===== src/design/pfcs_pkg.sv =====
// Shared types, codes and constants of the parallel flash command sequencer.
package pfcs_pkg;

  // Flash address layout.
  localparam int unsigned SECTOR_SHIFT = 10;
  localparam int unsigned BUS_WIDTH    = 16;
  localparam logic [15:0] BUS_MASK     = (BUS_WIDTH >= 16) ? 16'hFFFF
                                         : 16'((32'd1 << BUS_WIDTH) - 32'd1);

  // JEDEC unlock addresses and data words.
  localparam logic [15:0] ADDR_A      = 16'h5555;
  localparam logic [15:0] ADDR_B      = 16'h2AAA;
  localparam logic [15:0] DATA_A      = 16'hAAAA;
  localparam logic [15:0] DATA_B      = 16'h5555;
  localparam logic [15:0] CMD_ERASE   = 16'h8080;
  localparam logic [15:0] CMD_CHIP    = 16'h1010;
  localparam logic [15:0] CMD_SECTOR  = 16'h3030;
  localparam logic [15:0] CMD_PROGRAM = 16'hA0A0;

  // Configuration register indexes and reset values.
  localparam logic [1:0] REG_IDLE_TIMEOUT = 2'd0;
  localparam logic [1:0] REG_PROGRAM_WAIT = 2'd1;
  localparam logic [1:0] REG_SECTOR_WAIT  = 2'd2;
  localparam logic [1:0] REG_CHIP_WAIT    = 2'd3;

  localparam logic [15:0] IDLE_TIMEOUT_RST = 16'd2000;
  localparam logic [7:0]  PROGRAM_WAIT_RST = 8'd21;
  localparam logic [19:0] SECTOR_WAIT_RST  = 20'd26000;
  localparam logic [19:0] CHIP_WAIT_RST    = 20'd101000;

  // Command codes; codes above OP_TICK are unknown.
  typedef enum logic [3:0] {
    OP_STATUS  = 4'd0,
    OP_BREAK   = 4'd1,
    OP_CHIP    = 4'd2,
    OP_SECTOR  = 4'd3,
    OP_PROGRAM = 4'd4,
    OP_READ    = 4'd5,
    OP_VERIFY  = 4'd6,
    OP_HOLD    = 4'd7,
    OP_RELEASE = 4'd8,
    OP_TICK    = 4'd9
  } op_e;

  // Bus cycle kinds of a result.
  typedef enum logic [2:0] {
    KIND_WRITE  = 3'd0,
    KIND_READ   = 3'd1,
    KIND_WAIT   = 3'd2,
    KIND_BREAK  = 3'd3,
    KIND_STATUS = 3'd4
  } kind_e;

  // Status codes.
  typedef enum logic [2:0] {
    ST_OK         = 3'd0,
    ST_NO_POWER   = 3'd1,
    ST_BAD_SECTOR = 3'd2,
    ST_VERIFY     = 3'd3,
    ST_UNKNOWN    = 3'd4
  } status_e;

  // Result sequence that the back end plays out for one command.
  typedef enum logic [2:0] {
    SEQ_STATUS,
    SEQ_BREAK,
    SEQ_CHIP,
    SEQ_SECTOR,
    SEQ_PROGRAM,
    SEQ_READ
  } seq_e;

  // Classified command handed from the front end to the back end.
  typedef struct packed {
    seq_e        seq;
    logic [15:0] addr;
    logic [15:0] data;
    logic [19:0] wait_us;
    logic [7:0]  bp_en;
    status_e     status;
    logic        hold;
  } desc_t;

endpackage


===== src/design/pfcs_front.sv =====
// Front end: accepts commands, holds configuration and state, classifies commands.
module pfcs_front (
  input  logic                clk_i,
  input  logic                rst_ni,
  input  logic                cfg_we_i,
  input  logic [1:0]          cfg_idx_i,
  input  logic [19:0]         cfg_data_i,
  input  logic                accept_i,
  input  logic [3:0]          op_i,
  input  logic                vdd_i,
  input  logic [5:0]          sector_i,
  input  logic [9:0]          offset_i,
  input  logic [15:0]         wdata_i,
  input  logic [15:0]         rdata_i,
  input  logic [15:0]         bp_addr_i,
  input  logic [7:0]          bp_en_i,
  output pfcs_pkg::desc_t     desc_o
);
  import pfcs_pkg::*;

  logic [15:0] timeout_q;
  logic [7:0]  prog_wait_q;
  logic [19:0] sector_wait_q;
  logic [19:0] chip_wait_q;
  logic        hold_q, hold_d;
  logic [15:0] idle_q, idle_d;
  logic [31:0] saddr_wide;
  logic [31:0] waddr_wide;
  desc_t       desc;

  // Configuration registers.
  always_ff @(posedge clk_i or negedge rst_ni) begin
    if (!rst_ni) begin
      timeout_q     <= IDLE_TIMEOUT_RST;
      prog_wait_q   <= PROGRAM_WAIT_RST;
      sector_wait_q <= SECTOR_WAIT_RST;
      chip_wait_q   <= CHIP_WAIT_RST;
    end else if (cfg_we_i) begin
      unique case (cfg_idx_i)
        REG_IDLE_TIMEOUT: timeout_q     <= cfg_data_i[15:0];
        REG_PROGRAM_WAIT: prog_wait_q   <= cfg_data_i[7:0];
        REG_SECTOR_WAIT:  sector_wait_q <= cfg_data_i;
        REG_CHIP_WAIT:    chip_wait_q   <= cfg_data_i;
        default:          timeout_q     <= timeout_q;
      endcase
    end
  end

  // Flash addresses of the command.
  assign saddr_wide = 32'(sector_i) << SECTOR_SHIFT;
  assign waddr_wide = saddr_wide | 32'(offset_i);

  // Classification and next hold and idle state.
  always_comb begin
    hold_d       = hold_q;
    idle_d       = 16'd0;
    desc.seq     = SEQ_STATUS;
    desc.addr    = 16'd0;
    desc.data    = 16'd0;
    desc.wait_us = 20'd0;
    desc.bp_en   = 8'd0;
    desc.status  = ST_OK;
    if (op_i == OP_TICK) begin
      // A tick counts idle time and releases the hold after the timeout.
      if (idle_q < timeout_q) begin
        idle_d = idle_q + 16'd1;
      end else begin
        idle_d = idle_q;
        hold_d = 1'b0;
      end
    end else if (op_i > OP_TICK) begin
      desc.status = ST_UNKNOWN;
    end else if (!vdd_i) begin
      desc.status = ST_NO_POWER;
    end else begin
      unique case (op_i)
        OP_BREAK: begin
          desc.seq   = SEQ_BREAK;
          desc.addr  = bp_addr_i;
          desc.bp_en = bp_en_i;
        end
        OP_CHIP: begin
          desc.seq     = SEQ_CHIP;
          desc.wait_us = chip_wait_q;
        end
        OP_SECTOR: begin
          if (sector_i[1:0] != 2'b00) begin
            desc.status = ST_BAD_SECTOR;
          end else begin
            desc.seq     = SEQ_SECTOR;
            desc.addr    = saddr_wide[15:0];
            desc.wait_us = sector_wait_q;
          end
        end
        OP_PROGRAM: begin
          desc.seq     = SEQ_PROGRAM;
          desc.addr    = waddr_wide[15:0];
          desc.data    = wdata_i;
          desc.wait_us = 20'(prog_wait_q);
        end
        OP_READ: begin
          desc.seq  = SEQ_READ;
          desc.addr = waddr_wide[15:0];
        end
        OP_VERIFY: begin
          desc.seq  = SEQ_READ;
          desc.addr = waddr_wide[15:0];
          if (wdata_i != rdata_i) desc.status = ST_VERIFY;
        end
        OP_HOLD:    hold_d = 1'b1;
        OP_RELEASE: hold_d = 1'b0;
        default:    hold_d = hold_q;
      endcase
    end
    // Any error drops the reset hold.
    if (desc.status != ST_OK) hold_d = 1'b0;
    desc.hold = hold_d;
  end

  assign desc_o = desc;

  // Hold flag and idle counter.
  always_ff @(posedge clk_i or negedge rst_ni) begin
    if (!rst_ni) begin
      hold_q <= 1'b0;
      idle_q <= 16'd0;
    end else if (accept_i) begin
      hold_q <= hold_d;
      idle_q <= idle_d;
    end
  end

endmodule


===== src/design/pfcs_queue.sv =====
// Two-entry queue of classified commands between the front and back ends.
module pfcs_queue (
  input  logic            clk_i,
  input  logic            rst_ni,
  input  logic            push_i,
  input  pfcs_pkg::desc_t push_data_i,
  input  logic            pop_i,
  output logic            full_o,
  output logic            valid_o,
  output pfcs_pkg::desc_t pop_data_o
);
  import pfcs_pkg::*;

  desc_t      mem_q [2];
  logic       wr_ptr_q;
  logic       rd_ptr_q;
  logic [1:0] count_q;

  // Entry storage.
  always_ff @(posedge clk_i) begin
    if (push_i) mem_q[wr_ptr_q] <= push_data_i;
  end

  // Pointers and fill count.
  always_ff @(posedge clk_i or negedge rst_ni) begin
    if (!rst_ni) begin
      wr_ptr_q <= 1'b0;
      rd_ptr_q <= 1'b0;
      count_q  <= 2'd0;
    end else begin
      if (push_i) wr_ptr_q <= ~wr_ptr_q;
      if (pop_i)  rd_ptr_q <= ~rd_ptr_q;
      if (push_i && !pop_i) begin
        count_q <= count_q + 2'd1;
      end else if (pop_i && !push_i) begin
        count_q <= count_q - 2'd1;
      end
    end
  end

  assign full_o     = count_q == 2'd2;
  assign valid_o    = count_q != 2'd0;
  assign pop_data_o = mem_q[rd_ptr_q];

endmodule


===== src/design/pfcs_back.sv =====
// Back end: plays out the bus cycles of each command into an output register.
module pfcs_back (
  input  logic            clk_i,
  input  logic            rst_ni,
  input  logic            desc_valid_i,
  input  pfcs_pkg::desc_t desc_i,
  output logic            pop_o,
  output logic            out_valid_o,
  input  logic            out_ready_i,
  output logic [2:0]      kind_o,
  output logic [15:0]     addr_o,
  output logic [15:0]     data_o,
  output logic [19:0]     wait_o,
  output logic [7:0]      bp_en_o,
  output logic [2:0]      status_o,
  output logic            hold_o,
  output logic            last_o
);
  import pfcs_pkg::*;

  logic [2:0]  step_q;
  logic        valid_q;
  logic        load;
  kind_e       kind;
  logic [15:0] addr;
  logic [15:0] data;
  logic [19:0] wait_us;
  logic [7:0]  bp_en;
  logic        is_last;
  kind_e       kind_q;
  logic [15:0] addr_q;
  logic [15:0] data_q;
  logic [19:0] wait_q;
  logic [7:0]  bp_en_q;
  status_e     status_q;
  logic        hold_q;
  logic        last_q;

  // Result of the current step of the current command.
  always_comb begin
    kind    = KIND_WRITE;
    addr    = 16'd0;
    data    = 16'd0;
    wait_us = 20'd0;
    bp_en   = 8'd0;
    is_last = 1'b0;
    unique case (desc_i.seq)
      SEQ_STATUS: begin
        kind    = KIND_STATUS;
        is_last = 1'b1;
      end
      SEQ_BREAK: begin
        kind    = KIND_BREAK;
        addr    = desc_i.addr;
        bp_en   = desc_i.bp_en;
        is_last = 1'b1;
      end
      SEQ_READ: begin
        kind    = KIND_READ;
        addr    = desc_i.addr;
        is_last = 1'b1;
      end
      SEQ_CHIP, SEQ_SECTOR: begin
        // Erase unlock, erase command, unlock again, the erase target, then the erase wait.
        case (step_q)
          3'd0: begin addr = ADDR_A; data = DATA_A;    end
          3'd1: begin addr = ADDR_B; data = DATA_B;    end
          3'd2: begin addr = ADDR_A; data = CMD_ERASE; end
          3'd3: begin addr = ADDR_A; data = DATA_A;    end
          3'd4: begin addr = ADDR_B; data = DATA_B;    end
          3'd5: begin
            if (desc_i.seq == SEQ_CHIP) begin
              addr = ADDR_A;
              data = CMD_CHIP;
            end else begin
              addr = desc_i.addr;
              data = CMD_SECTOR;
            end
          end
          default: begin
            kind    = KIND_WAIT;
            wait_us = desc_i.wait_us;
            is_last = 1'b1;
          end
        endcase
      end
      SEQ_PROGRAM: begin
        // Unlock, program command, the data word, then the program wait.
        case (step_q)
          3'd0: begin addr = ADDR_A;      data = DATA_A;      end
          3'd1: begin addr = ADDR_B;      data = DATA_B;      end
          3'd2: begin addr = ADDR_A;      data = CMD_PROGRAM; end
          3'd3: begin addr = desc_i.addr; data = desc_i.data; end
          default: begin
            kind    = KIND_WAIT;
            wait_us = desc_i.wait_us;
            is_last = 1'b1;
          end
        endcase
      end
      default: begin
        kind    = KIND_STATUS;
        is_last = 1'b1;
      end
    endcase
  end

  // The output register takes a new result when empty or being drained.
  assign load  = desc_valid_i && (!valid_q || out_ready_i);
  assign pop_o = load && is_last;

  // Step counter and output valid.
  always_ff @(posedge clk_i or negedge rst_ni) begin
    if (!rst_ni) begin
      step_q  <= 3'd0;
      valid_q <= 1'b0;
    end else begin
      if (load) begin
        step_q <= is_last ? 3'd0 : step_q + 3'd1;
      end
      if (load) begin
        valid_q <= 1'b1;
      end else if (out_ready_i) begin
        valid_q <= 1'b0;
      end
    end
  end

  // Output payload.
  always_ff @(posedge clk_i) begin
    if (load) begin
      kind_q   <= kind;
      addr_q   <= addr & BUS_MASK;
      data_q   <= data & BUS_MASK;
      wait_q   <= wait_us;
      bp_en_q  <= bp_en;
      status_q <= desc_i.status;
      hold_q   <= desc_i.hold;
      last_q   <= is_last;
    end
  end

  assign out_valid_o = valid_q;
  assign kind_o      = kind_q;
  assign addr_o      = addr_q;
  assign data_o      = data_q;
  assign wait_o      = wait_q;
  assign bp_en_o     = bp_en_q;
  assign status_o    = status_q;
  assign hold_o      = hold_q;
  assign last_o      = last_q;

endmodule


===== src/design/parallel_flash_command_sequencer.sv =====
// Top level of the parallel NOR flash command sequencer.
// Each accepted command produces one to seven result transfers: erase commands give
// six write pulses and a wait, program gives four write pulses and a wait, and all
// other commands and all errors give a single result whose last flag is set. The front
// end takes a command in every cycle while its two-entry queue has room; the back end
// sends one result per cycle while the receiver is ready, and the first result is
// offered once the command has passed through the queue and the output register.
// Configuration writes are taken at once and must be made while the block is idle;
// they affect the commands taken afterward.
module parallel_flash_command_sequencer (
  input  logic        clk_i,
  input  logic        rst_ni,
  // Configuration writes.
  input  logic        cfg_we_i,
  input  logic [1:0]  cfg_idx_i,
  input  logic [19:0] cfg_data_i,
  // Command stream.
  input  logic        s_axis_tvalid,
  output logic        s_axis_tready,
  // vdd_detected[0], sector[6:1], word_offset[16:7], word_data[32:17],
  // read_data[48:33], breakpoint_address[64:49], breakpoint_enable_in[72:65], zeros
  input  logic [79:0] s_axis_tdata,
  // operation[3:0]
  input  logic [3:0]  s_axis_tuser,
  // Bus cycle stream.
  output logic        m_axis_tvalid,
  input  logic        m_axis_tready,
  // bus_address[15:0], bus_data[31:16], wait_time_us[51:32],
  // breakpoint_enable[59:52], status[62:60], hold_active[63]
  output logic [63:0] m_axis_tdata,
  // cycle_kind[2:0]
  output logic [2:0]  m_axis_tuser,
  output logic        m_axis_tlast
);
  import pfcs_pkg::*;

  logic        in_accept;
  logic        q_full;
  logic        q_valid;
  logic        q_pop;
  desc_t       front_desc;
  desc_t       back_desc;
  logic [15:0] out_addr;
  logic [15:0] out_data;
  logic [19:0] out_wait;
  logic [7:0]  out_bp_en;
  logic [2:0]  out_status;
  logic        out_hold;

  assign s_axis_tready = !q_full;
  assign in_accept     = s_axis_tvalid && s_axis_tready;

  pfcs_front u_front (
    .clk_i      (clk_i),
    .rst_ni     (rst_ni),
    .cfg_we_i   (cfg_we_i),
    .cfg_idx_i  (cfg_idx_i),
    .cfg_data_i (cfg_data_i),
    .accept_i   (in_accept),
    .op_i       (s_axis_tuser),
    .vdd_i      (s_axis_tdata[0]),
    .sector_i   (s_axis_tdata[6:1]),
    .offset_i   (s_axis_tdata[16:7]),
    .wdata_i    (s_axis_tdata[32:17]),
    .rdata_i    (s_axis_tdata[48:33]),
    .bp_addr_i  (s_axis_tdata[64:49]),
    .bp_en_i    (s_axis_tdata[72:65]),
    .desc_o     (front_desc)
  );

  pfcs_queue u_queue (
    .clk_i       (clk_i),
    .rst_ni      (rst_ni),
    .push_i      (in_accept),
    .push_data_i (front_desc),
    .pop_i       (q_pop),
    .full_o      (q_full),
    .valid_o     (q_valid),
    .pop_data_o  (back_desc)
  );

  pfcs_back u_back (
    .clk_i        (clk_i),
    .rst_ni       (rst_ni),
    .desc_valid_i (q_valid),
    .desc_i       (back_desc),
    .pop_o        (q_pop),
    .out_valid_o  (m_axis_tvalid),
    .out_ready_i  (m_axis_tready),
    .kind_o       (m_axis_tuser),
    .addr_o       (out_addr),
    .data_o       (out_data),
    .wait_o       (out_wait),
    .bp_en_o      (out_bp_en),
    .status_o     (out_status),
    .hold_o       (out_hold),
    .last_o       (m_axis_tlast)
  );

  assign m_axis_tdata = {out_hold, out_status, out_bp_en, out_wait, out_data, out_addr};

`ifndef SYNTH
  // The queue is never written while full.
  assert property (@(posedge clk_i) disable iff (!rst_ni) in_accept |-> !q_full)
    else $error("command queue overflow");

  // The back end only retires a command that is present.
  assert property (@(posedge clk_i) disable iff (!rst_ni) q_pop |-> q_valid)
    else $error("command retired from empty queue");

  // Status-only, breakpoint, read and wait results always close a command.
  assert property (@(posedge clk_i) disable iff (!rst_ni)
    m_axis_tvalid && (m_axis_tuser != KIND_WRITE) |-> m_axis_tlast)
    else $error("non-write result without last flag");

  // A reported error always comes with the reset hold released.
  assert property (@(posedge clk_i) disable iff (!rst_ni)
    m_axis_tvalid && (out_status != ST_OK) |-> !out_hold)
    else $error("error reported while reset hold active");
`endif

endmodule


===== config.mk =====
export PLATFORM = sky130hd
export DESIGN_NAME = parallel_flash_command_sequencer
export DESIGN_NICKNAME = d
export VERILOG_FILES = /design/src/design/pfcs_pkg.sv /design/src/design/pfcs_front.sv /design/src/design/pfcs_queue.sv /design/src/design/pfcs_back.sv /design/src/design/parallel_flash_command_sequencer.sv
export SDC_FILE = /design/constraint.sdc
export NUM_CORES = 1
export LEC_CHECK = 0
export BUFFER_PORTS_ARGS = -buffer_cell sky130_fd_sc_hd__buf_2
export CAP_MARGIN = 20
export CORE_ASPECT_RATIO = 0.8
export CORE_MARGIN = 1.5
export CORE_UTILIZATION = 45
export CTS_BUF_LIST = sky130_fd_sc_hd__clkbuf_4 sky130_fd_sc_hd__clkbuf_8
export DETAILED_ROUTE_END_ITERATION = 8
export GPL_ROUTABILITY_DRIVEN = 0
export PLACE_DENSITY = 0.7
export SLEW_MARGIN = 10
export SYNTH_ARGS = -nofsm -noshare
export SYNTH_HDL_FRONTEND = slang
export SYNTH_SLANG_ARGS = --single-unit

===== constraint.sdc =====
create_clock -name clk_i -period 5.2 [get_ports clk_i]
set_input_delay 0.52 -clock clk_i [delete_from_list [all_inputs] [get_ports clk_i]]
set_output_delay 0.52 -clock clk_i [all_outputs]
set_load 0.03 [all_outputs]

* Yosys cells after proc, flatten, opt, wreduce, memory -nomap -nowiden
Memories as Yosys holds them, arrays and structs flattened. Index checks and enable logic that the tools add are counted.
Word-level totals: word-level logic and storage cells 133, register bits after elaboration 157, output and inout bits 70, memories 1, bits in writable memories 134, input bits 111
Cells by class: bitwise operators 3, add/subtract/negate cells 4, magnitude comparators 2, reductions and logical operators 32, eq/ne operators 25, multiplexer cells 47
Memories:
- u_queue.mem_q | depth 2, bits a word 67, rd ports 1, clocked after Yosys merged registers in 0, write ports 1, RTL line pfcs_queue.sv:14 | desc_t mem_q [2];
Operators with widths (count):
- $pmux W16 S3 | 4
- $pmux W16 S4 | 2
- $mux W63 | 2
- $mux W66 | 1
- $mux W16 | 4
- $mux W20 | 3
- $pmux W20 S3 | 1
- $pmux W20 S2 | 1
- $pmux W16 S2 | 1
- $mux W18 | 1
- $add A16 B1 Y16 const B | 1
- $eq A4 B3 Y1 const B | 4
- $lt A16 B16 Y1 | 1
- $ne A16 B16 Y1 | 1
- $or A16 B10 Y16 | 1
- $pmux W3 S5 | 1
- $mux W14 | 1
- $eq A3 B2 Y1 const B | 4
- $eq A3 B3 Y1 const B | 4
- $mux W2 | 6
- $pmux W3 S4 | 1
- $reduce_or A2 Y1 | 6
- $mux W1 | 11
- $reduce_and A2 Y1 | 5
- other kinds (26) | 46

* Logic depth before layout (Yosys ltp)
depth in word-level cells 8, gate-level depth with buffers 11, mapped depth without buffers 9

* By module
Synthesis repeated with hierarchy kept, for this count alone.
Second synthesis, totals: cell total of the unflattened synthesis 938, area total of the unflattened synthesis 13008.7 um^2
Modules (own cells, without submodules):
- pfcs_queue | instances 1, sequential area each 4124.0 um^2, cells an instance 225, area an instance 5114.9 um^2
- pfcs_front | instances 1, sequential area each 2053.2 um^2, cells an instance 502, area an instance 4872.2 um^2
- pfcs_back | instances 1, sequential area each 2142.1 um^2, cells an instance 208, area an instance 3004.1 um^2
- parallel_flash_command_sequencer | instances 1, sequential area each 0.0 um^2, cells an instance 3, area an instance 17.5 um^2

* Least setup slack after synthesis
Ideal clock, no wire load.
path type flip-flop to flip-flop, from register u_queue.count_q[0], to memory u_queue.mem_q[0][0] (netlist name), enable pin, cell stages (with the launch flop) 4, data arrival time 3631 ps, library setup time 493 ps, period minus slack after synthesis 4123 ps, buffers on the path 0, slack 1077 ps, data required time 4707 ps, cells stage by stage dfrtp_1 nand2b_2 nand2_2 nor2_1
Between the ends: cells in the longest elaborated chain, start to end 5
RTL lines:
- from (decl) | RTL line pfcs_queue.sv:17 | logic [1:0] count_q;
- from (signal assigned) | RTL line pfcs_queue.sv:34 | count_q <= count_q + 2'd1;
- from (signal assigned) | RTL line pfcs_queue.sv:36 | count_q <= count_q - 2'd1;
- $eq A2 B2 Y1 | RTL line pfcs_queue.sv:41 | assign full_o = count_q == 2'd2;
- $logic_not A1 Y1 | RTL line parallel_flash_command_sequencer.sv:50 | assign s_axis_tready = !q_full;
- net s_axis_tready | RTL line parallel_flash_command_sequencer.sv:19 | output logic s_axis_tready,
- $logic_and A1 B1 Y1 | RTL line parallel_flash_command_sequencer.sv:51 | assign in_accept = s_axis_tvalid && s_axis_tready;
- $mux W1 | RTL line pfcs_queue.sv:21 | if (push_i) mem_q[wr_ptr_q] <= push_data_i;
- $mux W1 (not written as such) | RTL line pfcs_queue.sv:21
- to (decl) | RTL line pfcs_queue.sv:14
The timed path passes the listed nets, and every way through them passes these cells.

* Worst setup path in the final report
from register u_queue.rd_ptr_q, to register u_queue.count_q[1]
Between the ends: cells in the longest elaborated chain, start to end 8, elaborated cells between the ends (all ways) 12, classes of those cells 3 x eq/ne; 2 x mux; 6 x reduce/logical; 1 x memory
RTL lines:
- from (decl) | RTL line pfcs_queue.sv:16 | logic rd_ptr_q;
- from (signal assigned) | RTL line pfcs_queue.sv:32 | if (pop_i) rd_ptr_q <= ~rd_ptr_q;
- $mem_v2 Z2 W67 (*)
- $eq A3 B2 Y1 | RTL line pfcs_back.sv:47 | unique case (desc_i.seq)
- $reduce_or A2 Y1 | RTL line pfcs_back.sv:47
- $pmux W1 S2 (*) | RTL line pfcs_back.sv:47
- net u_back.is_last | RTL line pfcs_back.sv:29 | logic is_last;
- $logic_and A1 B1 Y1 (*) | RTL line pfcs_back.sv:110 | assign pop_o = load && is_last;
- $logic_not A1 Y1 | RTL line pfcs_queue.sv:33 | if (push_i && !pop_i) begin
- $logic_and A1 B1 Y1 | RTL line pfcs_queue.sv:33
- $mux W2 / $reduce_bool A2 Y1 (equally long branches)
The timed path passes the listed nets; every way through them passes the cells marked *. A chain may end at the register's enable or synchronous reset.

==> flow_summary_export.csv <==
group,metric,value,unit
critical_path,crit_buf_inv,1,
global_routing,grt_pass1_vias,7873,
critical_path,crit_type,"reg -> reg",
synth,synth_nets,1068,
clocking,cts_max_level,2,
route,wl_per_cell,18.0,um
sta,post-route-min-period,3.19,ns
synth,synth_top_family_by_area,"multiplexers",
die,die-area,29100,um^2
clocking,cts-root-buf,"clkbuf_8",
sta,timing_hold_violations_final,0,
cells_and_area,layout.nets,1264,
route,via_count,8126,
synth,synth_top_area_cell,"edfxtp_1",
synth,synth_compound_area_frac,0.0878,
sta,fin_setup_tns,0,ns
pwr,p_int,5170,uW
die,io_pins,181,
clocking,cts_resized,0,
synth,synth_adder_area_share,0.0218,
placement,io_buffers,173,
cells_and_area,layout_common_cells,"202 x edfxtp_1, 173 x buf_2, 80 x nor2_1",
route,via_per_inst,5.31,
route,wirelength,27500,um
pwr,vdd_drop_max,0.369,mV
sta,tightest_slew,1.03,ns
route,drt_first_iter_violations,525,
global_routing,grt_pass1_wl,42900,um
sta,slew_headroom,0.313,
cells_and_area,area_delta_synth_final,18.4,%
synth,synth_warnings,0,
synth,synth-edff-count,202,
sta,finalCritPeriodShare,0.614,
synth,ys_async_sr_fraction,0.306,
synth,syn_area,12600,um^2
die,fp-row-count,54,
clocking,cts_setup_buffers,0,
synth,ys_seq_area_frac,0.658,
pwr,clkPwrFrac,0.268,
pwr,power.switching,2590,uW
clocking,cts_hold_buffers,0,
synth,syn-instance-count,935,
critical_path,worstPathArrival,3.66,ns
global_routing,gr-total-overflow,0,
critical_path,startpoint_type,"register",
synth,synth_area_per_cell,13.5,um^2
pwr,switching_share,0.333,
pwr,p_comb_frac,0.280,
sta,clock-skew-final,0.0173,ns
placement,place_hpwl,18400,um
pwr,power.density,518,nW/um^2
critical_path,cpLargestDelayFamily,"buffers and inverters",
synth,synth_ff_type,"edfxtp_1",
critical_path,crit_fanout,49,
critical_path,cpMostUsedCell,"nand2_1",
route,first_pass_iters,5,
route,drc,0,
synth,ys_ff_latch,291,
synth,synth-simple-area-share,0.0931,
hold_path,hold_path_class,"in -> async",
clocking,clock-sinks,291,
route,final_antenna_net_count,0,
die,fp.dieH,153,um
cells_and_area,drive_gt1_frac,0.324,
job,max-cap-violations,0,
placement,place_area,13900,um^2
global_routing,track_usage,0.189,
cells_and_area,fin_area,15000,um^2
outcome,status,"finished, final reports clean",
clocking,worstSkewPairLatency,0.56,ns
pwr,p_leak,0.00600,uW
sta,finalSetupViolCount,0,
die,fp.dieW,190,um
synth,muxShareOfSynthArea,0.102,
sta,drv_slew,0,
die,core_area,27400,um^2
cells_and_area,antennaDiodeCount,0,
critical_path,critPathCaptureType,"register",
pwr,pwr-share-seq,0.452,
clocking,cts_tree,"built",
clocking,clk_path_buf_depth,3,
critical_path,crit_chain,"buf_4, mux2_2, nand2_1, nand2b_1, nand2_1, nand2_1, ha_1, xor2_1, nor2_1, xor2_1",
critical_path,critPathRequiredTime,5.67,ns
global_routing,antenna_found_initial,3,
synth,synth.distinct_cells,62,
clocking,cts_made_buffers,46,
cells_and_area,layout_commonest_cell,"edfxtp_1",
critical_path,crit_path_top_delay_cell,"buf_4",
synth,yosys-top-cells-area,"edfxtp_1 48%, dfrtp_1 13%, mux2_2 5.8%",
synth,yosys.area.top_type_share,0.480,
global_routing,grt_start_max_net_pins,74,
die,start_util,0.461,
sta,rsz0062_at_grt,"no",
clocking,path_clk_slew,0.06,ns
synth,synth_xor_area_frac,0.0159,
critical_path,critPathMaxStageDelay,0.76,ns
sta,max_freq,0.313,GHz
==> final cells by class <==
type,count,area (um^2)
Clock inverter,15,150
Tap cell,364,455
Fill cell,2380,12500
Inverter,26,97.6
Timing Repair Buffer,188,993
Sequential cell,291,8320
Multi-Input combinational cell,578,4090
Clock buffer,69,856
==> per-layer routing <==
| metal | vias to the layer above | routed length [um] | GRT usage |
|---|---|---|---|
| met5 | - | 41 | 0 |
| met4 | 6 | 533 | 0.0559 |
| met3 | 50 | 1740 | 0.0386 |
| met2 | 233 | 12100 | 0.285 |
| met1 | 3978 | 13100 | 0.277 |
| li1 | 3859 | - | - |
==> Yosys cell counts, types with 22 or more instances <==
cell type    n
a21oi_1     39
a22oi_1     38
and2_1      25
clkbuf_1    26
dfrtp_1     68
edfxtp_1   202
ha_1        22
inv_1       26
mux2_2      65
mux2i_1     56
nand2_1     56
nor2_1      81
o21ai_0     25
o21ai_1     33
==> logic make-up (layout without fill, tap and decap cells) <==
| logic type | count (synthesis) | after routing |
|---|---|---|
| flops | 291 | 291 |
| mux | 121 | 121 |
| compound gates | 175 | 175 |
| fa+ha+maj | 22 | 22 |
| simple gates | 237 | 237 |
| xor+xnor | 23 | 23 |
| buf+inv | 66 | 298 |
==> registers in the layout (all words and copies together), names as in the netlist, 3 cells and up <==
name	flops
u_queue.mem_q	134
u_back.wait_o	20
u_front.chip_wait_q	20
u_front.sector_wait_q	20
u_back.addr_o	16
u_back.data_o	16
u_front.idle_q	16
u_front.timeout_q	16
u_back.bp_en_o	8
u_front.prog_wait_q	8
u_back.kind_o	3
u_back.status_o	3
u_back.step_q	3
==> final timing paths <==
| check | from | end | cells after the start | slack (ns) |
|---|---|---|---|---|
| worst max-delay path | u_queue.rd_ptr_q$_DFFE_PN0P_ | u_queue.count_q[1]$_DFFE_PN0P_ | 10 | 2.01 |
| worst min-delay path | rst_ni | u_front.chip_wait_q[8]$_DFFE_PN0P_ | 1 | 0.03 |
| worst max register to register | u_queue.rd_ptr_q$_DFFE_PN0P_ | u_queue.count_q[1]$_DFFE_PN0P_ | 10 | 2.01 |
| worst min register to register | u_front.timeout_q[7]$_DFFE_PN1P_ | u_front.timeout_q[7]$_DFFE_PN1P_ | 2 | 0.50 |
| max in group asynchronous | rst_ni | u_queue.rd_ptr_q$_DFFE_PN0P_ | 2 | 4.19 |
| min in group clk_i | cfg_data_i[16] | u_front.chip_wait_q[16]$_DFFE_PN1P_ | 2 | 0.21 |
==> through the flow <==
step	hold slack [ns]	cells	util	setup slack (ns)	power, uW
after global routing	0.0604	1531	0.546	1.81	8150
after floorplan	0.224	935	-	1.08	5070
after detailed placement	0.494	1445	0.508	2.05	5730
after CTS	0.0274	1529	0.545	2.01	7830
after global placement	0.487	1443	0.507	2.06	5690
final	0.0294	1531	0.546	2.01	7760
==> power by group through the flow <==
stage	clock network [uW]	logic [uW]	registers, uW
floorplan	0	1110	3960
global placement	0	2150	3530
detailed placement	0	2180	3550
CTS	2140	2190	3510
global route	2240	2350	3560
finish	2080	2170	3500
Note: power is estimated with default switching activity, not from simulation.
